`config.mk`:
```
export PLATFORM = sky130hd
export DESIGN_NAME = ladder_rotary_switch_decoder
export DESIGN_NICKNAME = d
export VERILOG_FILES = /design/src/lrsd_pkg.sv /design/src/lrsd_classify.sv /design/src/ladder_rotary_switch_decoder.sv
export VERILOG_INCLUDE_DIRS = /design/src /design/src/src
export SDC_FILE = /design/constraint.sdc
export NUM_CORES = 1
export LEC_CHECK = 0
export CAP_MARGIN = 5
export CELL_PAD_IN_SITES_DETAIL_PLACEMENT = 1
export CELL_PAD_IN_SITES_GLOBAL_PLACEMENT = 2
export CORE_ASPECT_RATIO = 1.4
export CORE_MARGIN = 4
export CORE_UTILIZATION = 46
export CTS_BUF_LIST = sky130_fd_sc_hd__clkbuf_2
export DETAILED_ROUTE_END_ITERATION = 10
export DONT_BUFFER_PORTS = 1
export PLACE_DENSITY = 0.88
export SETUP_SLACK_MARGIN = 0.2
export SYNTH_ARGS = -nofsm -noshare
export SYNTH_HDL_FRONTEND = slang
export SYNTH_HIERARCHICAL = 1
export SYNTH_SLANG_ARGS = --single-unit
```
`constraint.sdc`:
```
create_clock -name aclk -period 17.2 [get_ports aclk]
set_input_delay 3.44 -clock aclk [delete_from_list [all_inputs] [get_ports aclk]]
set_output_delay 3.44 -clock aclk [all_outputs]
set_load 0.02 [all_outputs]
```
`src/ladder_rotary_switch_decoder_assert.svh`:
```
// ============================================================================
// Assertion macros for the ladder rotary switch decoder
// Short forms for clocked implication checks that are disabled during reset.
// ============================================================================
`ifndef LADDER_ROTARY_SWITCH_DECODER_ASSERT_SVH
`define LADDER_ROTARY_SWITCH_DECODER_ASSERT_SVH

// Same-cycle implication: when ante holds, cons must hold at the same edge.
`define LRSD_ASSERT_SAME(label, clk, rstn, ante, cons) \
    label: assert property (@(posedge clk) disable iff (!(rstn)) (ante) |-> (cons)) \
        else $error("ladder rotary switch decoder: assertion failed");

// Next-cycle implication: when ante holds, cons must hold at the following edge.
`define LRSD_ASSERT_NEXT(label, clk, rstn, ante, cons) \
    label: assert property (@(posedge clk) disable iff (!(rstn)) (ante) |=> (cons)) \
        else $error("ladder rotary switch decoder: assertion failed");

`endif

```
`src/lrsd_pkg.sv`:
```
// ============================================================================
// lrsd_pkg
// Shared widths, codes and types of the ladder rotary switch decoder.
// ============================================================================
package lrsd_pkg;

    localparam int SAMPLE_W  = 12;
    localparam int POS_W     = 4;
    localparam int DIR_W     = 2;
    localparam int NUMPOS_W  = 5;
    localparam int CFG_IDX_W = 2;
    localparam int CFG_W     = 12;

    // Item kinds.
    localparam logic KIND_SAMPLE = 1'b0;
    localparam logic KIND_CLEAR  = 1'b1;

    // Direction codes.
    localparam logic [DIR_W-1:0] DIR_NONE = 2'd0;
    localparam logic [DIR_W-1:0] DIR_CW   = 2'd1;
    localparam logic [DIR_W-1:0] DIR_CCW  = 2'd2;

    // Configuration register indexes.
    localparam logic [CFG_IDX_W-1:0] CFG_NUM_POSITIONS = 2'd0;
    localparam logic [CFG_IDX_W-1:0] CFG_SEGMENT_SIZE  = 2'd1;
    localparam logic [CFG_IDX_W-1:0] CFG_TOLERANCE     = 2'd2;

    // Configuration reset values.
    localparam logic [NUMPOS_W-1:0] NUM_POSITIONS_RST = 5'd8;
    localparam logic [CFG_W-1:0]    SEGMENT_SIZE_RST  = 12'd585;
    localparam logic [CFG_W-1:0]    TOLERANCE_RST     = 12'd292;

    // Outcome of one classification.
    typedef struct packed {
        logic [POS_W-1:0] position;
        logic             clockwise;
    } decision_t;

endpackage

```
`src/lrsd_classify.sv`:
```
// ============================================================================
// lrsd_classify
// Threshold table built from the configuration, position decode of an average
// and the shorter-way-round direction test against the present position.
// ============================================================================
module lrsd_classify #(
    parameter int MAX_POSITIONS = 16
) (
    input  logic                           aclk,
    input  logic [lrsd_pkg::NUMPOS_W-1:0]  num_positions,
    input  logic [lrsd_pkg::CFG_W-1:0]     segment_size,
    input  logic [lrsd_pkg::CFG_W-1:0]     tolerance,
    input  logic [lrsd_pkg::SAMPLE_W-1:0]  average,
    input  logic [lrsd_pkg::POS_W-1:0]     cur_position,
    output lrsd_pkg::decision_t            decision
);

    localparam int NW    = $clog2(MAX_POSITIONS + 1);
    localparam int THR_W = lrsd_pkg::CFG_W + $clog2(MAX_POSITIONS) + 1;
    localparam int RW    = 9;

    logic [THR_W-1:0] thr_reg  [MAX_POSITIONS];
    logic [THR_W-1:0] thr_next [MAX_POSITIONS];
    logic [NW-1:0]    ring_reg;
    logic [NW-1:0]    ring_next;

    logic [lrsd_pkg::POS_W-1:0] new_pos;
    logic [RW-1:0]              from_rem;
    logic [RW-1:0]              step;
    logic [RW-1:0]              ring_w;
    logic [RW-1:0]              fwd_dist;

    // Thresholds and ring size are registered from the configuration and follow it
    // in the next cycle, so the compare path sees only registered values.
    always_comb begin
        for (int i = 0; i < MAX_POSITIONS; i++) begin
            thr_next[i] = THR_W'(i) * THR_W'(segment_size) + THR_W'(tolerance);
        end
        if (num_positions > lrsd_pkg::NUMPOS_W'(MAX_POSITIONS)) begin
            ring_next = NW'(MAX_POSITIONS);
        end else if (num_positions == '0) begin
            ring_next = NW'(1);
        end else begin
            ring_next = NW'(num_positions);
        end
    end

    always_ff @(posedge aclk) begin
        for (int i = 0; i < MAX_POSITIONS; i++) begin
            thr_reg[i] <= thr_next[i];
        end
        ring_reg <= ring_next;
    end

    // The lowest passing threshold wins, so scan from the top down.
    always_comb begin
        new_pos = '0;
        for (int i = MAX_POSITIONS - 1; i >= 0; i--) begin
            if ((NW'(i) < ring_reg) && (THR_W'(average) < thr_reg[i])) begin
                new_pos = lrsd_pkg::POS_W'(ring_reg - NW'(i) - NW'(1));
            end
        end
    end

    // The old position may lie beyond a shrunken ring, so it is reduced
    // modulo the ring size by four restoring subtract steps first.
    always_comb begin
        ring_w   = RW'(ring_reg);
        from_rem = RW'(cur_position);
        for (int k = 3; k >= 0; k--) begin
            step = ring_w << k;
            if (from_rem >= step) begin
                from_rem = from_rem - step;
            end
        end
        if (RW'(new_pos) >= from_rem) begin
            fwd_dist = RW'(new_pos) - from_rem;
        end else begin
            fwd_dist = RW'(new_pos) + ring_w - from_rem;
        end
        decision.position  = new_pos;
        decision.clockwise = (fwd_dist <= (ring_w >> 1));
    end

endmodule

```
`src/ladder_rotary_switch_decoder.sv`:
```
// ============================================================================
// ladder_rotary_switch_decoder
// Averages groups of ladder ADC samples, decodes the switch position and
// latches the direction of the last move.
// ============================================================================
// An accepted item passes through the input register, then the result register
// that also holds the decoder state; its result is valid there.
// Throughput: one item per cycle while the result side keeps taking items.
// Reset clears the average, sample count, position and direction to zero and
// returns the configuration registers to their defaults; no clearing pass.
module ladder_rotary_switch_decoder #(
    parameter int AVG_STEPS     = 100,
    parameter int MAX_POSITIONS = 16
) (
    input  logic                            aclk,
    input  logic                            aresetn,

    input  logic                            cfg_valid,
    output logic                            cfg_ready,
    input  logic [lrsd_pkg::CFG_IDX_W-1:0]  cfg_index,
    input  logic [lrsd_pkg::CFG_W-1:0]      cfg_data,

    input  logic                            s_valid,
    output logic                            s_ready,
    input  logic                            s_kind,
    input  logic [lrsd_pkg::SAMPLE_W-1:0]   s_sample,

    output logic                            m_valid,
    input  logic                            m_ready,
    output logic [lrsd_pkg::POS_W-1:0]      m_position,
    output logic [lrsd_pkg::DIR_W-1:0]      m_direction,
    output logic [lrsd_pkg::SAMPLE_W-1:0]   m_average,
    output logic                            m_updated
);

    `include "ladder_rotary_switch_decoder_assert.svh"

    localparam int CNT_W = $clog2(AVG_STEPS + 1);

    // Configuration.
    logic [lrsd_pkg::NUMPOS_W-1:0] num_pos_reg;
    logic [lrsd_pkg::CFG_W-1:0]    seg_reg;
    logic [lrsd_pkg::CFG_W-1:0]    tol_reg;

    // Input stage.
    logic                          in_valid_reg, in_valid_next;
    logic                          in_kind_reg;
    logic [lrsd_pkg::SAMPLE_W-1:0] in_sample_reg;

    // Decoder state, which doubles as the result register.
    logic                          out_valid_reg, out_valid_next;
    logic [lrsd_pkg::SAMPLE_W-1:0] avg_reg, avg_next;
    logic [CNT_W-1:0]              cnt_reg, cnt_next;
    logic [lrsd_pkg::POS_W-1:0]    pos_reg, pos_next;
    logic [lrsd_pkg::DIR_W-1:0]    dir_reg, dir_next;
    logic                          updated_reg, updated_next;

    logic                          s_fire;
    logic                          advance;
    logic [lrsd_pkg::SAMPLE_W:0]   avg_sum;
    logic [lrsd_pkg::SAMPLE_W-1:0] avg_calc;
    lrsd_pkg::decision_t           decision;

    // Nothing is taken while reset is held.
    assign cfg_ready = aresetn;

    always_ff @(posedge aclk) begin
        if (!aresetn) begin
            num_pos_reg <= lrsd_pkg::NUM_POSITIONS_RST;
            seg_reg     <= lrsd_pkg::SEGMENT_SIZE_RST;
            tol_reg     <= lrsd_pkg::TOLERANCE_RST;
        end else if (cfg_valid) begin
            case (cfg_index)
                lrsd_pkg::CFG_NUM_POSITIONS: begin
                    num_pos_reg <= cfg_data[lrsd_pkg::NUMPOS_W-1:0];
                end
                lrsd_pkg::CFG_SEGMENT_SIZE: begin
                    seg_reg <= cfg_data;
                end
                lrsd_pkg::CFG_TOLERANCE: begin
                    tol_reg <= cfg_data;
                end
                default: begin
                end
            endcase
        end
    end

    // An item leaves the input stage whenever the result register is free or
    // being emptied in the same cycle.
    assign advance = in_valid_reg && (!out_valid_reg || m_ready);
    assign s_ready = aresetn && (!in_valid_reg || advance);
    assign s_fire  = s_valid && s_ready;

    assign avg_sum  = {1'b0, avg_reg} + {1'b0, in_sample_reg};
    assign avg_calc = (cnt_reg == '0) ? in_sample_reg
                                      : avg_sum[lrsd_pkg::SAMPLE_W:1];

    lrsd_classify #(
        .MAX_POSITIONS (MAX_POSITIONS)
    ) u_classify (
        .aclk          (aclk),
        .num_positions (num_pos_reg),
        .segment_size  (seg_reg),
        .tolerance     (tol_reg),
        .average       (avg_calc),
        .cur_position  (pos_reg),
        .decision      (decision)
    );

    always_comb begin
        in_valid_next  = s_fire || (in_valid_reg && !advance);
        out_valid_next = advance || (out_valid_reg && !m_ready);
        avg_next       = avg_reg;
        cnt_next       = cnt_reg;
        pos_next       = pos_reg;
        dir_next       = dir_reg;
        updated_next   = updated_reg;
        if (advance) begin
            updated_next = 1'b0;
            if (in_kind_reg == lrsd_pkg::KIND_CLEAR) begin
                dir_next = lrsd_pkg::DIR_NONE;
            end else begin
                avg_next = avg_calc;
                if (cnt_reg == CNT_W'(AVG_STEPS)) begin
                    cnt_next     = '0;
                    updated_next = 1'b1;
                    if (decision.position != pos_reg) begin
                        pos_next = decision.position;
                        dir_next = decision.clockwise ? lrsd_pkg::DIR_CW
                                                      : lrsd_pkg::DIR_CCW;
                    end
                end else begin
                    cnt_next = cnt_reg + CNT_W'(1);
                end
            end
        end
    end

    always_ff @(posedge aclk) begin
        if (!aresetn) begin
            in_valid_reg  <= 1'b0;
            out_valid_reg <= 1'b0;
            avg_reg       <= '0;
            cnt_reg       <= '0;
            pos_reg       <= '0;
            dir_reg       <= lrsd_pkg::DIR_NONE;
            updated_reg   <= 1'b0;
        end else begin
            in_valid_reg  <= in_valid_next;
            out_valid_reg <= out_valid_next;
            avg_reg       <= avg_next;
            cnt_reg       <= cnt_next;
            pos_reg       <= pos_next;
            dir_reg       <= dir_next;
            updated_reg   <= updated_next;
        end
    end

    always_ff @(posedge aclk) begin
        if (s_fire) begin
            in_kind_reg   <= s_kind;
            in_sample_reg <= s_sample;
        end
    end

    assign m_valid     = out_valid_reg;
    assign m_position  = pos_reg;
    assign m_direction = dir_reg;
    assign m_average   = avg_reg;
    assign m_updated   = updated_reg;

    // A completed group always restarts the sample count.
    `LRSD_ASSERT_SAME(a_updated_restarts_group, aclk, aresetn,
        out_valid_reg && updated_reg, cnt_reg == '0)

    // A clear item leaves the direction at none.
    `LRSD_ASSERT_NEXT(a_clear_sets_none, aclk, aresetn,
        advance && (in_kind_reg == lrsd_pkg::KIND_CLEAR), dir_reg == lrsd_pkg::DIR_NONE)

    // A move of the position always latches a direction.
    `LRSD_ASSERT_NEXT(a_move_latches_direction, aclk, aresetn,
        pos_next != pos_reg, dir_reg != lrsd_pkg::DIR_NONE)

endmodule
```
**Word-level counts from Yosys, hierarchy flattened**

Memories as Yosys holds them, arrays and structs flattened.
Index checks and enable logic that the tools add are counted.

- Eq/ne operators: 4
- Multiply operators: 11
- Bitwise logic cells: 1
- Mux-type cells: 30
- Reduce and logical (&&, ||, !) cells: 41
- Magnitude comparators: 39
- $add $sub $neg: 54

Operators by type and width:

| cell | number |
|---|---|
| $lt 12x17->1 | 16 |
| $add 16x12->17 | 7 |
| $add 15x12->16 | 4 |
| $mul 4x12->16 const A | 4 |
| $mux 4 | 16 |
| $sub 4x1->4 const B | 16 |
| $mul 3x12->15 const A | 4 |
| $mux 9 | 5 |
| $mul 2x12->14 const A | 3 |
| $lt 4x5->1 const A | 8 |
| $sub 4x4->4 const B | 8 |
| $add 14x12->15 | 2 |
| $add 12x12->13 | 2 |
| $logic_and 1x1->1 | 21 |
| $lt 3x5->1 const A | 4 |
| $sub 4x3->4 const B | 4 |
| $add 13x12->14 | 1 |
| $mux 12 | 1 |
| $lt 1x5->1 const A | 2 |
| $lt 2x5->1 const A | 2 |
| $ge 4x9->1 | 1 |
| $ge 9x5->1 | 1 |
| $ge 9x6->1 | 1 |
| $ge 9x7->1 | 1 |
| other kinds (31) | 46 |

- Word-level logic and storage cells: 195
- Memories: 1
- Flip-flop bits (word level): 75
- Output and inout port bits: 22
- Bits in writable memories: 272

Memory list:

| name | words | width | rd ports | clocked after memory_dff | wr ports | RTL line | source |
|---|---|---|---|---|---|---|---|
| u_classify.thr_reg | 16 | 17 | 16 | 0 | 16 | lrsd_classify.sv:22 | `logic [THR_W-1:0] thr_reg [MAX_POSITIONS];` |

**Longest topological paths before layout**

Gate-level depths: netlist of run 1.

- Word-level depth: 28
- Gate-level depth with buffers: 55

**Cells and area by module**

Netlist of run 1, hierarchy kept.

By module, submodules not included:

| module | cells an instance | sequential area each (µm²) | area each (µm²) | times used |
|---|---|---|---|---|
| lrsd_classify | 2561 | 4444.3 | 22778.1 | 1 |
| ladder_rotary_switch_decoder | 378 | 1531.5 | 3404.5 | 1 |

**Least setup slack after synthesis of run 1**

OpenSTA, ideal clock, no wires.

- Path kind: reg2reg
- From: register u_classify.ring_reg[1]
- To: register dir_reg, in the netlist m_direction[1]
- Cell stages (with the launch flop): 51
- Data arrival time: 9526 ps
- Slack: 7550 ps
- Buffers on the path: 4
- Cells stage by stage: dfxtp_1 inv_1 ha_1 or3b_4 o22ai_1 o21ai_0 inv_1 ha_1 nor2b_1 o21ai_0 a211oi_1 or3_1 buf_6 nand2_1 o21ai_0 fa_1 nor2b_1 o21ai_0 [15 not listed] mux2i_1 inv_1 ha_1 a21oi_1 o21bai_1 a31o_2 a21oi_1 nor4_4 mux2i_1 ha_1 nor2b_1 o21ai_0 nand2b_1 a21oi_1 a41oi_1 a211oi_2 nand4b_1 a21boi_0

RTL lines:

| what | RTL line | source |
|---|---|---|
| from (decl) | lrsd_classify.sv:24 | `logic [NW-1:0] ring_reg;` |
| from (signal assigned) | lrsd_classify.sv:52 | `ring_reg <= ring_next;` |
| to (signal assigned) | ladder_rotary_switch_decoder.sv:147 | `dir_reg <= lrsd_pkg::DIR_NONE;` |
| to (signal assigned) | ladder_rotary_switch_decoder.sv:155 | `dir_reg <= dir_next;` |
| to (decl) | ladder_rotary_switch_decoder.sv:55 | `logic [lrsd_pkg::DIR_W-1:0] dir_reg, dir_next;` |

==> impl_metrics.env, run 1 <==
export IMPL_finalSetupTns_ns=0
export IMPL_nets=3643
export IMPL_synth_xor_area_frac=0.0732
export IMPL_cts_tree="done"
export IMPL_ys_flop_type="dfxtp_1"
export IMPL_critPathRequiredTime_ns=18.21
export IMPL_ant_nets=0
export IMPL_clkTransAtPathRegs_ns=0.11
export IMPL_netSwitchingFraction=0.451
export IMPL_power_frac_seq=0.266
export IMPL_grt_pass1_vias=24117
export IMPL_syn_cell_area_um2=26200
export IMPL_drv_slew=0
export IMPL_synth_compound_area_share=0.180
export IMPL_finalCritPeriodShare=0.710
export IMPL_p_sw_mw=1.46
export IMPL_drtIter0Drc=875
export IMPL_rsz0062_at_grt="no"
export IMPL_io_buffers=0
export IMPL_skew_ns=0.133
export IMPL_leakage_nw=14.0
export IMPL_post_cts_buffers=0
export IMPL_worstPathArrival_ns=13.22
export IMPL_track_usage=0.275
export IMPL_fin_crit_ns=12.22
export IMPL_drive_gt1_frac=0.0752
export IMPL_cp_end_kind="flop"
export IMPL_whs_ns=0.431
export IMPL_synth_most_common_cell="inv_1"
export IMPL_grt_overflow=0
export IMPL_gp_congestion=0.896
export IMPL_die_h_um=290
export IMPL_synth_edf_count=13
export IMPL_yosysWarnings=6
export IMPL_synthDistinctLibCells=96
export IMPL_synthAdderAreaFrac=0.320
export IMPL_synthSimpleGateAreaFrac=0.115
export IMPL_worstMarginPinSlew_ns=1.11
export IMPL_first_pass_iters=5
export IMPL_hold_viol=0
export IMPL_ys_ff_latch=292
export IMPL_pwr_density_cell_nw_per_um2=116
export IMPL_async_flop_share=0
export IMPL_start_util=0.464
export IMPL_max_freq_mhz=81.9
export IMPL_io_pins=54
export IMPL_clock_power_share=0.168
export IMPL_cts_buffer_depth=3
export IMPL_combPwrFrac=0.566
export IMPL_synth_area_mux_share=0.0106
export IMPL_grt_max_degree=56
export IMPL_cp_max_fo=15
export IMPL_crit_slowest_cell="dfxtp_1"
export IMPL_status="complete, no violations"
export IMPL_synth_area_leader_cell="ha_1"
export IMPL_hold_class="reg2reg"
export IMPL_routed_via_density=5.65
export IMPL_grt_pass1_wl_um=131000
export IMPL_synth_top_family_by_area="adder cells"
export IMPL_ff2ff_setup_slack_ns=4.98
export IMPL_cts_root_buf="clkbuf_2"
export IMPL_via_count=21615
export IMPL_core_area_um2=56400
export IMPL_synth_seq_area_share=0.228
export IMPL_wl_um=84400
export IMPL_clk_latency_ns=1.15
export IMPL_wl_per_cell_um=22.1
export IMPL_h_tree_depth=3
export IMPL_syn_inst=2939
export IMPL_syn_avg_cell_area_um2=8.91
export IMPL_synth_area_leaders="ha_1 (22%), dfxtp_1 (21%), fa_1 (10%)"
export IMPL_cts_sink_count=292
export IMPL_rows=103
export IMPL_internal_power_mw=1.78
export IMPL_antenna_found_initial=2
export IMPL_dpl_hpwl_um=64800
export IMPL_syn2layout_area_growth_pct=6.94
export IMPL_largest_reg_flops=217
export IMPL_start_kind="flop"
export IMPL_relSlewSlack=0.254
export IMPL_slowest_delay_ns=0.78
export IMPL_setup_viol=0
export IMPL_numCtsBuffers=82
export IMPL_ctsResizeCount=0
export IMPL_syn_nets=3558
export IMPL_drv_cap=0
export IMPL_vdd_drop_max_v=0.0000846
export IMPL_route_detailed_drc=0
export IMPL_synth_top_area_frac=0.215
export IMPL_worst_setup_path_type="reg2reg"
export IMPL_synth_commonest_cells="inv_1 (460), ha_1 (450), dfxtp_1 (279), a21oi_1 (192), xnor2_1 (174)"
export IMPL_postCtsHoldBufs=0
export IMPL_dieArea_um2=60900
export IMPL_dieWidth_um=210
## metal layers
metal	GRT usage	up-vias	wire, um
met5	0	-	0
met4	0.132	0	4290
met3	0.0371	183	2680
met2	0.530	355	45300
met1	0.289	10807	32100
li1	-	10270	-
## worst max-delay path: cells and delay by family, from the launching register on
family | cells | cell delay [ns]
compound gates | 18 | 4.07
fa+ha+maj | 6 | 1.92
buf+inv | 6 | 1.13
flops | 1 | 0.78
mux | 2 | 0.71
simple gates | 15 | 3.50
## worst paths after layout
path                                     startpoint                                 end  depth (start not counted)
setup / recovery  u_classify/ring_reg[2]$_SDFF_PP0_         m_direction[1]$_SDFFE_PN0P_                         47
setup reg to reg  u_classify/ring_reg[2]$_SDFF_PP0_         m_direction[1]$_SDFFE_PN0P_                         47
hold reg to reg             tol_reg[0]$_SDFFE_PN0P_  u_classify/thr_reg[1][101]$_DFF_P_                          0
hold / removal              tol_reg[0]$_SDFFE_PN0P_  u_classify/thr_reg[1][101]$_DFF_P_                          0
## layout make-up
cell class,instances,area [um2]
Antenna cell,5,12.5
Clock buffer,122,611
Clock inverter,23,149
Fill cell,6722,28400
Inverter,461,1730
Multi-Input combinational cell,2149,18300
Sequential cell,292,5980
Tap cell,735,920
Timing Repair Buffer,38,285
## per-stage QoR
stage	std cells	worst slack (ns)	power, mW	cell area (um2)	utilization
floorplan	2939	7.55	2.21	26200	-
global placement	3675	5.41	2.63	27200	0.482
detailed placement	3675	4.86	2.71	27200	0.482
CTS	3820	4.88	3.28	28000	0.496
global route	3823	3.88	3.54	28000	0.496
finish	3825	4.98	3.24	28000	0.496
## layout by cell type, fill, tap and decap left out, types with 33 or more instances in the layout
cell type,Yosys,routed
inv_1,460,460
ha_1,450,450
dfxtp_1,279,279
a21oi_1,192,190
xnor2_1,174,174
nand2_1,165,165
nor2_1,150,149
o21ai_0,139,137
fa_1,137,137
clkbuf_2,0,122
a21o_1,85,85
o21bai_1,59,59
a21boi_0,47,47
nand3_1,44,44
xor2_1,43,43
nor2b_1,40,40
buf_4,3,38
nor3_1,34,34
nand2b_1,33,33
## cell families (layout without fill, tap and decap cells)
family,count (synthesis),in the layout
AO/OA/AOI/OAI,719,719
multiplexers,27,27
AND/OR/NAND/NOR,598,598
XOR/XNOR,218,218
buffers and inverters,498,644
flip-flops,292,292
adder cells (fa/ha/maj),587,587
other,0,5
## power groups by stage
stage,sequential [mW],clock [mW],combinational [mW]
after floorplan,0.871,0,1.34
after CTS,0.863,0.568,1.85
after global placement,0.874,0,1.75
after detailed placement,0.879,0,1.84
final,0.862,0.543,1.83
after global routing,0.877,0.601,2.06
(Power assumes the default switching activity.)
==> inputs of run 2 (changes only) <==
CORE_UTILIZATION = 39   (was 46)
PLACE_DENSITY = 0.79   (was 0.88)
clock period = 9.83 ns   (was 17.2 ns; I/O delays follow)
==> run 2 against run 1 <==
Effect of this change: sequential power rose by 74%; flip-flop and latch count did not move; die area rose by 17%; clock skew fell by 0.030 ns; clock power rose by 70%; critical path depth fell by 13; non-clock buffer count rose by 50; worst hold slack got worse by 0.041 ns; sequential share of layout area fell by 0.46 points; largest cell class unchanged.
==> impl_metrics.env, run 2 (synthesis results as in run 1) <==
export IMPL_critPathRequiredTime_ns=10.86
export IMPL_worstMarginPinSlew_ns=1.18
export IMPL_grt_pass1_vias=24286
export IMPL_cp_end_kind="flop"
export IMPL_routed_via_density=5.46
export IMPL_io_buffers=0
export IMPL_final_common_cell="inv_1"
export IMPL_leakage_nw=14.3
export IMPL_postCtsHoldBufs=0
export IMPL_worstPathArrival_ns=10.06
export IMPL_final_util=0.430
export IMPL_vdd_drop_max_v=0.000173
export IMPL_core_area_um2=66600
export IMPL_n_fill_cell=7868
export IMPL_p_total_mw=5.83
export IMPL_drtIter0Drc=826
export IMPL_netSwitchingFraction=0.448
export IMPL_place_ws_ns=-0.0581
export IMPL_grt_max_degree=56
export IMPL_route_detailed_drc=0
export IMPL_numCtsBuffers=86
export IMPL_grt_pass1_wl_um=135000
export IMPL_drv_cap=0
export IMPL_wl_um=88100
export IMPL_p_sw_mw=2.61
export IMPL_cts_tree="done"
export IMPL_slowest_delay_ns=1.01
export IMPL_cts_sink_count=292
export IMPL_wl_per_cell_um=22.1
export IMPL_ant_nets=0
export IMPL_start_kind="flop"
export IMPL_relSlewSlack=0.211
export IMPL_crit_slowest_cell="a31oi_1"
export IMPL_rsz0062_at_grt="no"
export IMPL_worst_setup_path_type="reg2reg"
export IMPL_finalCritPeriodShare=0.918
export IMPL_crit_family="compound AO/OA/AOI/OAI gates"
export IMPL_fin_cells=3983
export IMPL_track_usage=0.247
export IMPL_whs_ns=0.390
export IMPL_h_tree_depth=3
export IMPL_cts_buffer_depth=3
export IMPL_fin_ws_ns=0.803
export IMPL_drive_gt1_frac=0.0954
export IMPL_dp_cells=3836
export IMPL_die_h_um=315
export IMPL_dieWidth_um=227
export IMPL_io_pins=54
export IMPL_grt_overflow=0
export IMPL_dpl_hpwl_um=69500
export IMPL_gp_congestion=0.874
export IMPL_clock_power_share=0.159
export IMPL_status="complete, no violations"
export IMPL_cp_num_buf_inv=6
export IMPL_clk_latency_ns=1.14
export IMPL_pwr_density_cell_nw_per_um2=204
export IMPL_antenna_found_initial=4
export IMPL_start_util=0.393
export IMPL_hold_class="reg2reg"
export IMPL_clkTransAtPathRegs_ns=0.10
export IMPL_via_count=21728
export IMPL_largest_reg_flops=217
export IMPL_cpMostUsedCell="buf_4"
export IMPL_fin_crit_ns=9.03
export IMPL_drv_slew=0
export IMPL_combPwrFrac=0.583
export IMPL_first_pass_iters=5
export IMPL_rows=112
export IMPL_power_frac_seq=0.258
export IMPL_layout_common_cells="inv_1 (460), ha_1 (446), dfxtp_1 (278)"
export IMPL_cts_root_buf="clkbuf_2"
export IMPL_syn2layout_area_growth_pct=9.29
export IMPL_skew_ns=0.104
export IMPL_max_freq_mhz=111
export IMPL_setup_viol=0
export IMPL_internal_power_mw=3.22
export IMPL_nets=3697
export IMPL_cp_max_fo=10
export IMPL_hold_viol=0
export IMPL_dieArea_um2=71400
run 2: cell types whose count changed in the layout (fill, tap and decap cells not counted), sizes merged:
cell,previous run,this run
clkbuf,122,121
buf,38,88
clkinv,17,8
clkinvlp,1,2
diode,5,3
inv,465,464
run 2: final timing paths:
kind,startpoint,endpoint,slack (ns),cells after the start
max reg2reg,m_average[0]$_SDFFE_PN0P_,m_direction[1]$_SDFFE_PN0P_,0.80,34
min,tol_reg[0]$_SDFFE_PN0P_,u_classify/thr_reg[1][101]$_DFF_P_,0.39,0
max,m_average[0]$_SDFFE_PN0P_,m_direction[1]$_SDFFE_PN0P_,0.80,34
min reg2reg,tol_reg[0]$_SDFFE_PN0P_,u_classify/thr_reg[1][101]$_DFF_P_,0.39,0
run 2: what timing repair did:
action / in CTS / in global routing
buffers inserted: 1 / 8
pin swaps: 1 / 5
endpoints found under the setup margin: 2 / 2
gates resized for setup: 5 / 29
gates cloned: 0 / 0
run 2: power groups by stage:
| stage | clock, mW | sequential (mW) | combinational [mW] |
|---|---|---|---|
| 2_1_floorplan | 0 | 1.52 | 2.34 |
| 6_report | 0.925 | 1.50 | 3.40 |
| 5_1_grt | 1.04 | 1.53 | 3.82 |
| 4_1_cts | 0.979 | 1.51 | 3.35 |
| 3_5_place_dp | 0 | 1.53 | 3.33 |
| 3_3_place_gp | 0 | 1.53 | 3.20 |
run 2: cell type report:
type | instances | area, um2 | share of cell area
Antenna cell | 3 | 7.51 | 0.000262
Clock buffer | 121 | 606 | 0.0212
Clock inverter | 14 | 97.6 | 0.00341
Inverter | 461 | 1730 | 0.0605
Multi-Input combinational cell | 2149 | 18500 | 0.645
Sequential cell | 292 | 5980 | 0.209
Tap cell | 855 | 1070 | 0.0374
Timing Repair Buffer | 88 | 664 | 0.0232
run 2: per-stage QoR:
step / instance area, um2 / TNS (ns)
6_report: 28600 / 0
5_1_grt: 28600 / 0
4_1_cts: 28400 / 0
3_5_place_dp: 27700 / -0.111
3_3_place_gp: 27700 / 0
2_1_floorplan: 26200 / 0
run 2: per-layer routing:
| layer | vias to the layer above | part of all wire | track usage |
|---|---|---|---|
| li1 | 10354 | - | - |
| met1 | 10784 | 0.36 | 0.247 |
| met2 | 390 | 0.54 | 0.478 |
| met4 | 2 | 0.059 | 0.137 |
| met5 | - | 0.00015 | 0 |
| met3 | 198 | 0.036 | 0.0398 |
